File: config.mk
export PLATFORM = sky130hd
export DESIGN_NAME = ansi_sgr_attribute_parser
export DESIGN_NICKNAME = d
export VERILOG_FILES = /design/src/hw/rtl/asgr_pkg.sv /design/src/hw/rtl/asgr_front.sv /design/src/hw/rtl/asgr_fifo.sv /design/src/hw/rtl/asgr_engine.sv /design/src/hw/rtl/ansi_sgr_attribute_parser.sv
export SDC_FILE = /design/constraint.sdc
export NUM_CORES = 1
export LEC_CHECK = 0
export BUFFER_PORTS_ARGS = -buffer_cell sky130_fd_sc_hd__buf_2
export CAP_MARGIN = 10
export CORE_UTILIZATION = 58
export CTS_BUF_LIST = sky130_fd_sc_hd__clkbuf_16
export CTS_CLUSTER_SIZE = 20
export DETAILED_ROUTE_END_ITERATION = 12
export MAX_ROUTING_LAYER = met4
export PLACE_DENSITY = 0.75
export SETUP_SLACK_MARGIN = 0.1
export SLEW_MARGIN = 20
export SYNTH_ARGS = -nofsm -noshare
export SYNTH_HDL_FRONTEND = slang
export SYNTH_SLANG_ARGS = --single-unit
File: constraint.sdc
create_clock -name clk -period 5.6 [get_ports clk]
set_input_delay 0.84 -clock clk [delete_from_list [all_inputs] [get_ports clk]]
set_output_delay 0.84 -clock clk [all_outputs]
set_load 0.05 [all_outputs]
File: src/hw/rtl/asgr_pkg.sv
// Shared types and constants for the ANSI SGR attribute parser.
// No dependencies; every other file of the block imports this package.
package asgr_pkg;

  localparam int MAX_PARAM_BYTES = 14;
  localparam int CNT_W = $clog2(MAX_PARAM_BYTES + 1);
  localparam int IDX_W = $clog2(MAX_PARAM_BYTES);

  localparam int QDEPTH = 4;
  localparam int QPTR_W = $clog2(QDEPTH);
  localparam int QCNT_W = $clog2(QDEPTH + 1);

  localparam logic [7:0] CH_ESC    = 8'h1B;
  localparam logic [7:0] CH_LBRACK = 8'h5B;
  localparam logic [7:0] CH_SEMI   = 8'h3B;
  localparam logic [7:0] CH_M      = 8'h6D;

  localparam logic [4:0] COLOR_DEFAULT = 5'd16;

  typedef struct packed {
    logic [7:0] text_byte;
    logic       chunk_end;
  } in_item_t;

  typedef struct packed {
    logic [7:0] out_char;
    logic [4:0] fg_color;
    logic [4:0] bg_color;
    logic       bold_on;
    logic       italic_on;
    logic       underline_on;
    logic       run_last;
  } out_item_t;

  typedef struct packed {
    logic       underline;
    logic       italic;
    logic       bold;
    logic [4:0] bg;
    logic [4:0] fg;
  } attr_t;

  localparam attr_t ATTR_DEFAULT = '{underline: 1'b0, italic: 1'b0, bold: 1'b0,
                                     bg: COLOR_DEFAULT, fg: COLOR_DEFAULT};

  typedef enum logic [2:0] {
    K_ESC,
    K_LBRACK,
    K_DIGIT,
    K_SEMI,
    K_FINAL_M,
    K_FINAL,
    K_OTHER
  } kind_t;

  typedef struct packed {
    logic [7:0] text_byte;
    kind_t      kind;
    logic       chunk_end;
  } token_t;

endpackage

File: src/hw/rtl/asgr_front.sv
// Front stage: register each accepted byte and tag it with its byte class.
// Depends on asgr_pkg.
module asgr_front (
  input  logic              clk,
  input  logic              rst_n,
  input  asgr_pkg::in_item_t in_data,
  input  logic              push,
  output logic              full,
  output asgr_pkg::token_t  tok,
  output logic              tok_valid,
  input  logic              tok_full
);
  import asgr_pkg::*;

  logic   valid_r, valid_nxt;
  token_t tok_r, tok_nxt;
  logic   accept;
  kind_t  kind;

  always_comb begin
    logic [7:0] b;
    b = in_data.text_byte;
    if (b == CH_ESC) begin
      kind = K_ESC;
    end else if (b == CH_LBRACK) begin
      kind = K_LBRACK;
    end else if (b == CH_SEMI) begin
      kind = K_SEMI;
    end else if (b == CH_M) begin
      kind = K_FINAL_M;
    end else if (b inside {[8'h30:8'h39]}) begin
      kind = K_DIGIT;
    end else if (b inside {[8'h41:8'h5A], [8'h61:8'h7A]}) begin
      kind = K_FINAL;
    end else begin
      kind = K_OTHER;
    end
  end

  assign full      = valid_r && tok_full;
  assign accept    = push && !full;
  assign tok       = tok_r;
  assign tok_valid = valid_r;

  always_comb begin
    valid_nxt = valid_r;
    tok_nxt   = tok_r;
    if (accept) begin
      valid_nxt = 1'b1;
      tok_nxt   = '{text_byte: in_data.text_byte, kind: kind,
                    chunk_end: in_data.chunk_end};
    end else if (valid_r && !tok_full) begin
      valid_nxt = 1'b0;
    end
  end

  always_ff @(posedge clk) begin
    if (!rst_n) begin
      valid_r <= 1'b0;
    end else begin
      valid_r <= valid_nxt;
    end
    tok_r <= tok_nxt;
  end

endmodule

File: src/hw/rtl/asgr_fifo.sv
// Short token queue between the front stage and the sequence engine.
// Depends on asgr_pkg for the token type and depth.
module asgr_fifo (
  input  logic             clk,
  input  logic             rst_n,
  input  asgr_pkg::token_t wr_tok,
  input  logic             wr_en,
  output logic             q_full,
  output asgr_pkg::token_t rd_tok,
  output logic             q_valid,
  input  logic             rd_en
);
  import asgr_pkg::*;

  token_t              mem [QDEPTH];
  logic [QPTR_W-1:0]   wr_ptr_r, rd_ptr_r;
  logic [QCNT_W-1:0]   cnt_r;
  logic                do_wr, do_rd;

  assign q_full  = (cnt_r == QCNT_W'(QDEPTH));
  assign q_valid = (cnt_r != '0);
  assign rd_tok  = mem[rd_ptr_r];
  assign do_wr   = wr_en && !q_full;
  assign do_rd   = rd_en && q_valid;

  always_ff @(posedge clk) begin
    if (!rst_n) begin
      wr_ptr_r <= '0;
      rd_ptr_r <= '0;
      cnt_r    <= '0;
    end else begin
      if (do_wr) wr_ptr_r <= wr_ptr_r + 1'b1;
      if (do_rd) rd_ptr_r <= rd_ptr_r + 1'b1;
      if (do_wr && !do_rd) begin
        cnt_r <= cnt_r + 1'b1;
      end else if (do_rd && !do_wr) begin
        cnt_r <= cnt_r - 1'b1;
      end
    end
    if (do_wr) mem[wr_ptr_r] <= wr_tok;
  end

endmodule

File: src/hw/rtl/asgr_engine.sv
// Sequence engine: run the escape parser on queued tokens, apply SGR codes,
// replay broken sequences byte by byte and drive the result register.
// Depends on asgr_pkg.
module asgr_engine (
  input  logic               clk,
  input  logic               rst_n,
  input  asgr_pkg::token_t   q_tok,
  input  logic               q_valid,
  output logic               q_pop,
  output asgr_pkg::out_item_t out_data,
  output logic               empty,
  input  logic               pop
);
  import asgr_pkg::*;

  typedef enum logic [1:0] {M_TEXT, M_ESC, M_PARAM} mode_t;
  typedef enum logic [2:0] {S_RUN, S_REPROC, S_FL_ESC, S_FL_LB, S_FL_PRM} state_t;

  function automatic attr_t apply_code(attr_t a, logic [7:0] c);
    attr_t r;
    r = a;
    case (c) inside
      8'd0:          r = ATTR_DEFAULT;
      8'd1:          r.bold = 1'b1;
      8'd2:          r.bold = 1'b0;
      8'd3:          r.italic = 1'b1;
      8'd4:          r.underline = 1'b1;
      [8'd30:8'd37]:   r.fg = 5'(c - 8'd30);
      [8'd90:8'd97]:   r.fg = 5'(c - 8'd82);
      [8'd40:8'd47]:   r.bg = 5'(c - 8'd40);
      [8'd100:8'd107]: r.bg = 5'(c - 8'd92);
      default:       r = a;
    endcase
    return r;
  endfunction

  state_t           state_r, state_nxt;
  mode_t            mode_r, mode_nxt;
  logic [CNT_W-1:0] count_r, count_nxt;
  logic [CNT_W-1:0] idx_r, idx_nxt;
  logic [7:0]       accum_r, accum_nxt;
  attr_t            commit_r, commit_nxt;
  attr_t            staged_r, staged_nxt;
  token_t           tok_r, tok_nxt;
  logic             reproc_r, reproc_nxt;
  logic [7:0]       store [MAX_PARAM_BYTES];
  logic             st_we;
  logic [7:0]       st_data;
  logic             ovalid_r, ovalid_nxt;
  out_item_t        oitem_r, oitem_nxt;

  logic             ofree;
  logic             emit;
  logic [7:0]       emit_ch;
  logic             emit_last;
  token_t           cur;

  assign ofree    = !ovalid_r || pop;
  assign empty    = !ovalid_r;
  assign out_data = oitem_r;
  assign cur      = (state_r == S_RUN) ? q_tok : tok_r;

  always_comb begin
    logic       brk;
    logic       flush_done;
    logic [11:0] v;
    state_nxt  = state_r;
    mode_nxt   = mode_r;
    count_nxt  = count_r;
    idx_nxt    = idx_r;
    accum_nxt  = accum_r;
    commit_nxt = commit_r;
    staged_nxt = staged_r;
    tok_nxt    = tok_r;
    reproc_nxt = reproc_r;
    st_we      = 1'b0;
    st_data    = cur.text_byte;
    emit       = 1'b0;
    emit_ch    = cur.text_byte;
    emit_last  = 1'b0;
    q_pop      = 1'b0;
    brk        = 1'b0;
    flush_done = 1'b0;
    v          = '0;

    case (state_r)
      S_RUN, S_REPROC: begin
        if (ofree && (state_r == S_REPROC || q_valid)) begin
          q_pop   = (state_r == S_RUN);
          tok_nxt = cur;
          case (mode_r)
            M_ESC: begin
              if (cur.kind == K_LBRACK) begin
                mode_nxt   = M_PARAM;
                count_nxt  = '0;
                accum_nxt  = '0;
                staged_nxt = commit_r;
              end else begin
                brk = 1'b1;
              end
            end
            M_PARAM: begin
              if (cur.kind == K_DIGIT || cur.kind == K_SEMI) begin
                if (count_r >= CNT_W'(MAX_PARAM_BYTES)) begin
                  brk = 1'b1;
                end else begin
                  st_we     = 1'b1;
                  count_nxt = count_r + 1'b1;
                  if (cur.kind == K_DIGIT) begin
                    v = 12'(accum_r) * 12'd10 + 12'(cur.text_byte - 8'h30);
                    accum_nxt = (v > 12'd255) ? 8'd255 : v[7:0];
                  end else begin
                    staged_nxt = apply_code(staged_r, accum_r);
                    accum_nxt  = '0;
                  end
                end
              end else if (cur.kind == K_FINAL_M || cur.kind == K_FINAL) begin
                if (cur.kind == K_FINAL_M) begin
                  commit_nxt = apply_code(staged_r, accum_r);
                  staged_nxt = commit_nxt;
                end else begin
                  staged_nxt = commit_r;
                end
                mode_nxt  = M_TEXT;
                count_nxt = '0;
                accum_nxt = '0;
              end else begin
                brk = 1'b1;
              end
            end
            default: begin
              mode_nxt = M_TEXT;
              if (cur.kind == K_ESC) begin
                mode_nxt = M_ESC;
              end else begin
                emit      = 1'b1;
                emit_last = 1'b1;
              end
            end
          endcase
          // Drop to replay on a break; otherwise close the chunk if marked.
          if (brk) begin
            state_nxt  = S_FL_ESC;
            reproc_nxt = 1'b1;
          end else if (cur.chunk_end && mode_nxt != M_TEXT) begin
            state_nxt  = S_FL_ESC;
            reproc_nxt = 1'b0;
          end else begin
            state_nxt = S_RUN;
            if (cur.chunk_end) begin
              commit_nxt = ATTR_DEFAULT;
              staged_nxt = ATTR_DEFAULT;
            end
          end
        end
      end
      S_FL_ESC: begin
        if (ofree) begin
          emit    = 1'b1;
          emit_ch = CH_ESC;
          if (mode_r == M_PARAM) begin
            state_nxt = S_FL_LB;
          end else begin
            flush_done = 1'b1;
          end
        end
      end
      S_FL_LB: begin
        if (ofree) begin
          emit    = 1'b1;
          emit_ch = CH_LBRACK;
          idx_nxt = '0;
          if (count_r == '0) begin
            flush_done = 1'b1;
          end else begin
            state_nxt = S_FL_PRM;
          end
        end
      end
      S_FL_PRM: begin
        if (ofree) begin
          emit    = 1'b1;
          emit_ch = store[idx_r[IDX_W-1:0]];
          idx_nxt = idx_r + 1'b1;
          if (idx_nxt == count_r) flush_done = 1'b1;
        end
      end
      default: begin
        state_nxt = S_RUN;
      end
    endcase

    if (flush_done) begin
      // A replayed byte in text mode emits unless it opens a new escape.
      emit_last  = reproc_r ? (tok_r.kind == K_ESC && !tok_r.chunk_end) : 1'b1;
      mode_nxt   = M_TEXT;
      count_nxt  = '0;
      accum_nxt  = '0;
      staged_nxt = commit_r;
      if (reproc_r) begin
        state_nxt = S_REPROC;
      end else begin
        state_nxt  = S_RUN;
        commit_nxt = ATTR_DEFAULT;
        staged_nxt = ATTR_DEFAULT;
      end
    end

    ovalid_nxt = ovalid_r;
    oitem_nxt  = oitem_r;
    if (emit) begin
      ovalid_nxt = 1'b1;
      oitem_nxt  = '{out_char: emit_ch, fg_color: commit_r.fg, bg_color: commit_r.bg,
                     bold_on: commit_r.bold, italic_on: commit_r.italic,
                     underline_on: commit_r.underline, run_last: emit_last};
    end else if (pop) begin
      ovalid_nxt = 1'b0;
    end
  end

  always_ff @(posedge clk) begin
    if (!rst_n) begin
      state_r  <= S_RUN;
      mode_r   <= M_TEXT;
      count_r  <= '0;
      idx_r    <= '0;
      accum_r  <= '0;
      commit_r <= ATTR_DEFAULT;
      staged_r <= ATTR_DEFAULT;
      reproc_r <= 1'b0;
      ovalid_r <= 1'b0;
    end else begin
      state_r  <= state_nxt;
      mode_r   <= mode_nxt;
      count_r  <= count_nxt;
      idx_r    <= idx_nxt;
      accum_r  <= accum_nxt;
      commit_r <= commit_nxt;
      staged_r <= staged_nxt;
      reproc_r <= reproc_nxt;
      ovalid_r <= ovalid_nxt;
    end
    tok_r   <= tok_nxt;
    oitem_r <= oitem_nxt;
    if (st_we) store[count_r[IDX_W-1:0]] <= st_data;
  end

endmodule

File: src/hw/rtl/ansi_sgr_attribute_parser.sv
// ANSI SGR attribute parser, top level: byte classifier, token queue, engine.
// Depends on asgr_pkg, asgr_front, asgr_fifo and asgr_engine.
// Path: front register, token queue, then the engine's result register on out_data.
// Throughput: 1 byte per cycle while the engine stays in text or parameters and
//   out_data is not held; a broken sequence replays ESC (and '[' with its stored
//   bytes once '[' was seen) at one per cycle, then reruns the breaking byte.
// Reset: synchronous, active low; text mode, default colours, queues empty.
module ansi_sgr_attribute_parser (
  input  logic                clk,
  input  logic                rst_n,
  input  asgr_pkg::in_item_t  in_data,
  input  logic                push,
  output logic                full,
  output asgr_pkg::out_item_t out_data,
  output logic                empty,
  input  logic                pop
);
  import asgr_pkg::*;

  // Front to queue: one classified token per accepted byte.
  token_t f_tok;
  logic   f_valid;
  logic   q_full;

  // Queue to engine: head token, popped when the engine consumes it.
  token_t q_tok;
  logic   q_valid;
  logic   q_pop;

  // Classify bytes; hold the front register while the queue is full.
  asgr_front u_front (
    .clk      (clk),
    .rst_n    (rst_n),
    .in_data  (in_data),
    .push     (push),
    .full     (full),
    .tok      (f_tok),
    .tok_valid(f_valid),
    .tok_full (q_full)
  );

  // Absorb the cycles the engine spends replaying a broken sequence.
  asgr_fifo u_fifo (
    .clk    (clk),
    .rst_n  (rst_n),
    .wr_tok (f_tok),
    .wr_en  (f_valid),
    .q_full (q_full),
    .rd_tok (q_tok),
    .q_valid(q_valid),
    .rd_en  (q_pop)
  );

  // Parse, apply attributes and drive the result register.
  asgr_engine u_engine (
    .clk     (clk),
    .rst_n   (rst_n),
    .q_tok   (q_tok),
    .q_valid (q_valid),
    .q_pop   (q_pop),
    .out_data(out_data),
    .empty   (empty),
    .pop     (pop)
  );

endmodule
==> results.tsv <==
metric	value	unit
status	complete, no violations	
fin crit period	4.43	ns
largest net degree at the start of global routing	35	
Reg-to-Reg End	u_engine.accum_r[5]$_SDFFE_PP0P_	
Max Fclk	226	MHz
n_diodes	0	
Sw Ratio	36.4	%
Int Power	4260	uW
# fillers	1632	
Synth Area in Adders	4.67	%
sw power	2440	uW
mux cell area share after synthesis	9.94	%
critical setup path kind	reg2reg	
design area	14700	um^2
Worst Hold Path Cells	1	
Post-CTS Setup Bufs	0	
worst rel slew slack	23.8	%
Max Buffers Root-to-Sink	3	
H-tree depth	1	
Main synth FF type	edfxtp_1	
post-place instance area	13800	um^2
CP Capture Type	flip-flop	
post-synthesis cell type count	90	
Via density	6.47	
Synth Area in Compound Gates	13.6	%
Pwr Density	457	nW/um^2
max-cap viol count	0	
Worst Reg-to-Reg Cells	12	
Num CTS Buffers	28	
Initial Util	59.0	%
Flop pwr share	41.2	%
Synth top cells by count	edfxtp_1 (206), nand2_1 (75), nor2_1 (66)	
DRT iter0 DRCs	905	
Yosys top cell area share	46.3	%
Post-Synth Simple-Gate Area	11.6	%
Worst Path Max Fanout	22	
GRT Total Usage	27.6	%
Vias	8996	
Final ANT Viol Nets	0	
Yosys Warn Count	0	
cell area after synthesis	13400	um^2
Post-synth EDFFs	206	
cell with the most instances after synthesis	edfxtp_1	
critical path's largest stage delay	0.87	ns
IR drop worst, VDD	0.313	mV
Core Rows	55	
clock root cell	clkbuf_16	
crit-path cells	mux4_2, mux2i_1, inv_1, ha_1, nor3_2, ha_1, a21oi_1, a21oi_1, a31o_2, xnor2_2, nand3_1, a22o_1	
post-synthesis sequential area ratio	55.8	%
global-route wire length before repair	48.8	mm
TritonRoute pass-1 iters	5	
Residual DRC	0	
largest family of logic cells by synthesized area	compound AO/OA/AOI/OAI gates	
final core utilization	64.7	%
worst skew pair latency	0.55	ns
Comb pwr share	32.7	%
Final HPWL DP	20.2	mm
fraction of layout cells with a size suffix above 1	16.3	%
Critical Path Start Type	flip-flop	
cell accounting for the most synthesized area	edfxtp_1	
Worst-path clk slew	0.06	ns
CTS tree	yes	
Post-Syn Nets	1116	
Min-Delay Endpoint	u_front.tok[0]$_DFFE_PP_	
setup tns final	0	ns
Clk pwr share	26.2	%
XOR/XNOR Fraction of Synth Area	1.76	%
post-synthesis instance total	1055	
area grow syn2layout	9.71	%
post-synthesis async set-or-reset flop share	0	%
Core Region	22600	um^2
Crit-path slowest cell	dfxtp_1	
DRT Wirelength	30.9	mm
WP data required	6.02	ns
RSZ-0062 raised after global routing	false	
grt ovf	0	
routability cong.	0.914	
period utilization	79.2	%
Die Y	154	um
worst slew pin tran	1.14	ns
Leakage	0.00515	uW
Resized Gates After CTS	0	
worst hold path class	in2reg	
Final Max Tran Viols	0	
initial antenna violation count	0	
Die X	154	um
dominant cells by area after synthesis	edfxtp_1 (46%), dfxtp_1 (9.4%), mux4_2 (7.8%)	
Final Hold Fails	0	
clock sink total	269	
DR WL/cell	22.2	um
vias in the first global route	8822	
Port-buffer cells	36	
Hold Path Origin	in_data[0]	
Nets	1144	
Layout Skew	0.0244	ns
Setup Viol. Count Final	0	
R2R Setup Slk	1.17	ns
Synth Area per Inst	12.7	um^2
CP arrival	4.86	ns
die area	23600	um^2
I/O Pins	37	
hold bufs inserted after CTS	0	
count of state elements after synthesis	269	
-- critical path: cells and delay by family, from the launching register on --
kind            cells  cell delay [ns]
fa+ha+maj           2             0.66
buf+inv             1             0.33
simple gates        2             0.48
mux                 2             0.81
flops               1             0.87
xor+xnor            1             0.30
compound gates      4             0.86
-- area by class of cell --
class / instances / area, um^2 / share of cell area (%)
clock buffer: 28 / 701 / 4.78
clock inverter: 24 / 173 / 1.18
inverter: 37 / 139 / 0.948
multi-input combinational: 701 / 5580 / 38.1
sequential: 269 / 7450 / 50.9
tap: 285 / 357 / 2.43
timing repair buffer: 46 / 255 / 1.74
-- power by group through the flow --
stage / sequential (uW) / clock [uW] / combinational (uW)
5_1_grt: 2780 / 1850 / 2360
3_5_place_dp: 2790 / 0 / 2140
3_3_place_gp: 2790 / 0 / 2100
2_1_floorplan: 3000 / 0 / 1370
4_1_cts: 2760 / 1770 / 2160
6_report: 2760 / 1750 / 2190
-- how the worst max path moves through the flow --
stage                   start                                to  slack (ns)
floorplan           flip-flop  u_engine.accum_r[3]$_SDFFE_PP0P_        1.68
detailed placement  flip-flop  u_engine.accum_r[1]$_SDFFE_PP0P_        1.28
global placement    flip-flop  u_engine.accum_r[6]$_SDFFE_PP0P_        1.36
global route        flip-flop  u_engine.accum_r[5]$_SDFFE_PP0P_        0.80
finish              flip-flop  u_engine.accum_r[5]$_SDFFE_PP0P_        1.17
CTS                 flip-flop  u_engine.accum_r[5]$_SDFFE_PP0P_        1.25
-- sequential cells by signal, summed over array words and instances (netlist names), named ones only --
name               cells
u_engine.store       112
u_fifo.mem            48
u_engine.out_data     22
u_engine.commit_r     13
u_engine.staged_r     13
u_engine.tok_r        12
u_front.tok           12
u_engine.accum_r       8
u_engine.count_r       4
u_engine.idx_r         4
u_engine.state_r       3
u_fifo.cnt_r           3
u_engine.mode_r        2
u_fifo.rd_ptr_r        2
u_fifo.wr_ptr_r        2
u_engine.ovalid_r      1
u_engine.reproc_r      1
u_front.tok_valid      1
-- per-layer routing --
layer  global-route usage [%]  routed length (um)
met5                        -                   0
met4                     8.24                 765
met3                     5.47                2580
met2                     42.2               14400
met1                     37.5               13100
-- stage by stage --
stage               setup slack, ns  hold slack, ns  power [uW]  std cells
floorplan                      1.68           0.453        4370       1055
global placement               1.36           0.479        4890       1338
detailed placement             1.28           0.488        4930       1338
CTS                            1.25           0.475        6680       1390
global route                  0.799           0.468        6990       1390
finish                         1.17           0.490        6700       1390
-- kinds of logic after synthesis --
kind of cell / count (synthesis)
and+or+nand+nor: 298
xor gates and xnor gates: 26
adders and majority gates: 48
muxes: 72
DFF: 269
AOI/OAI and AO/OA: 257
buffers and inverters: 85
-- placed cells by master, fill, tap and decap left out, types with 7 or more instances in the layout --
master / count
clkbuf_16: 28
o21a_1: 7
nand3_1: 15
nand2_1: 75
dfxtp_1: 62
a22oi_1: 15
edfxtp_1: 206
nor2_1: 65
or3_1: 7
mux2_2: 12
o22ai_1: 7
xor2_1: 8
nor3_1: 12
and2_1: 13
mux2i_1: 12
and3_1: 14
nand2b_1: 17
nor2b_1: 31
buf_2: 36
inv_1: 42
a22o_1: 15
or2_2: 7
a31oi_1: 8
mux4_2: 46
a21o_1: 13
o21ai_0: 52
ha_1: 45
o221ai_1: 7
xnor2_1: 17
buf_4: 10
a21oi_1: 56
clkinv_1: 9
Power figures use the tool's default switching activity.
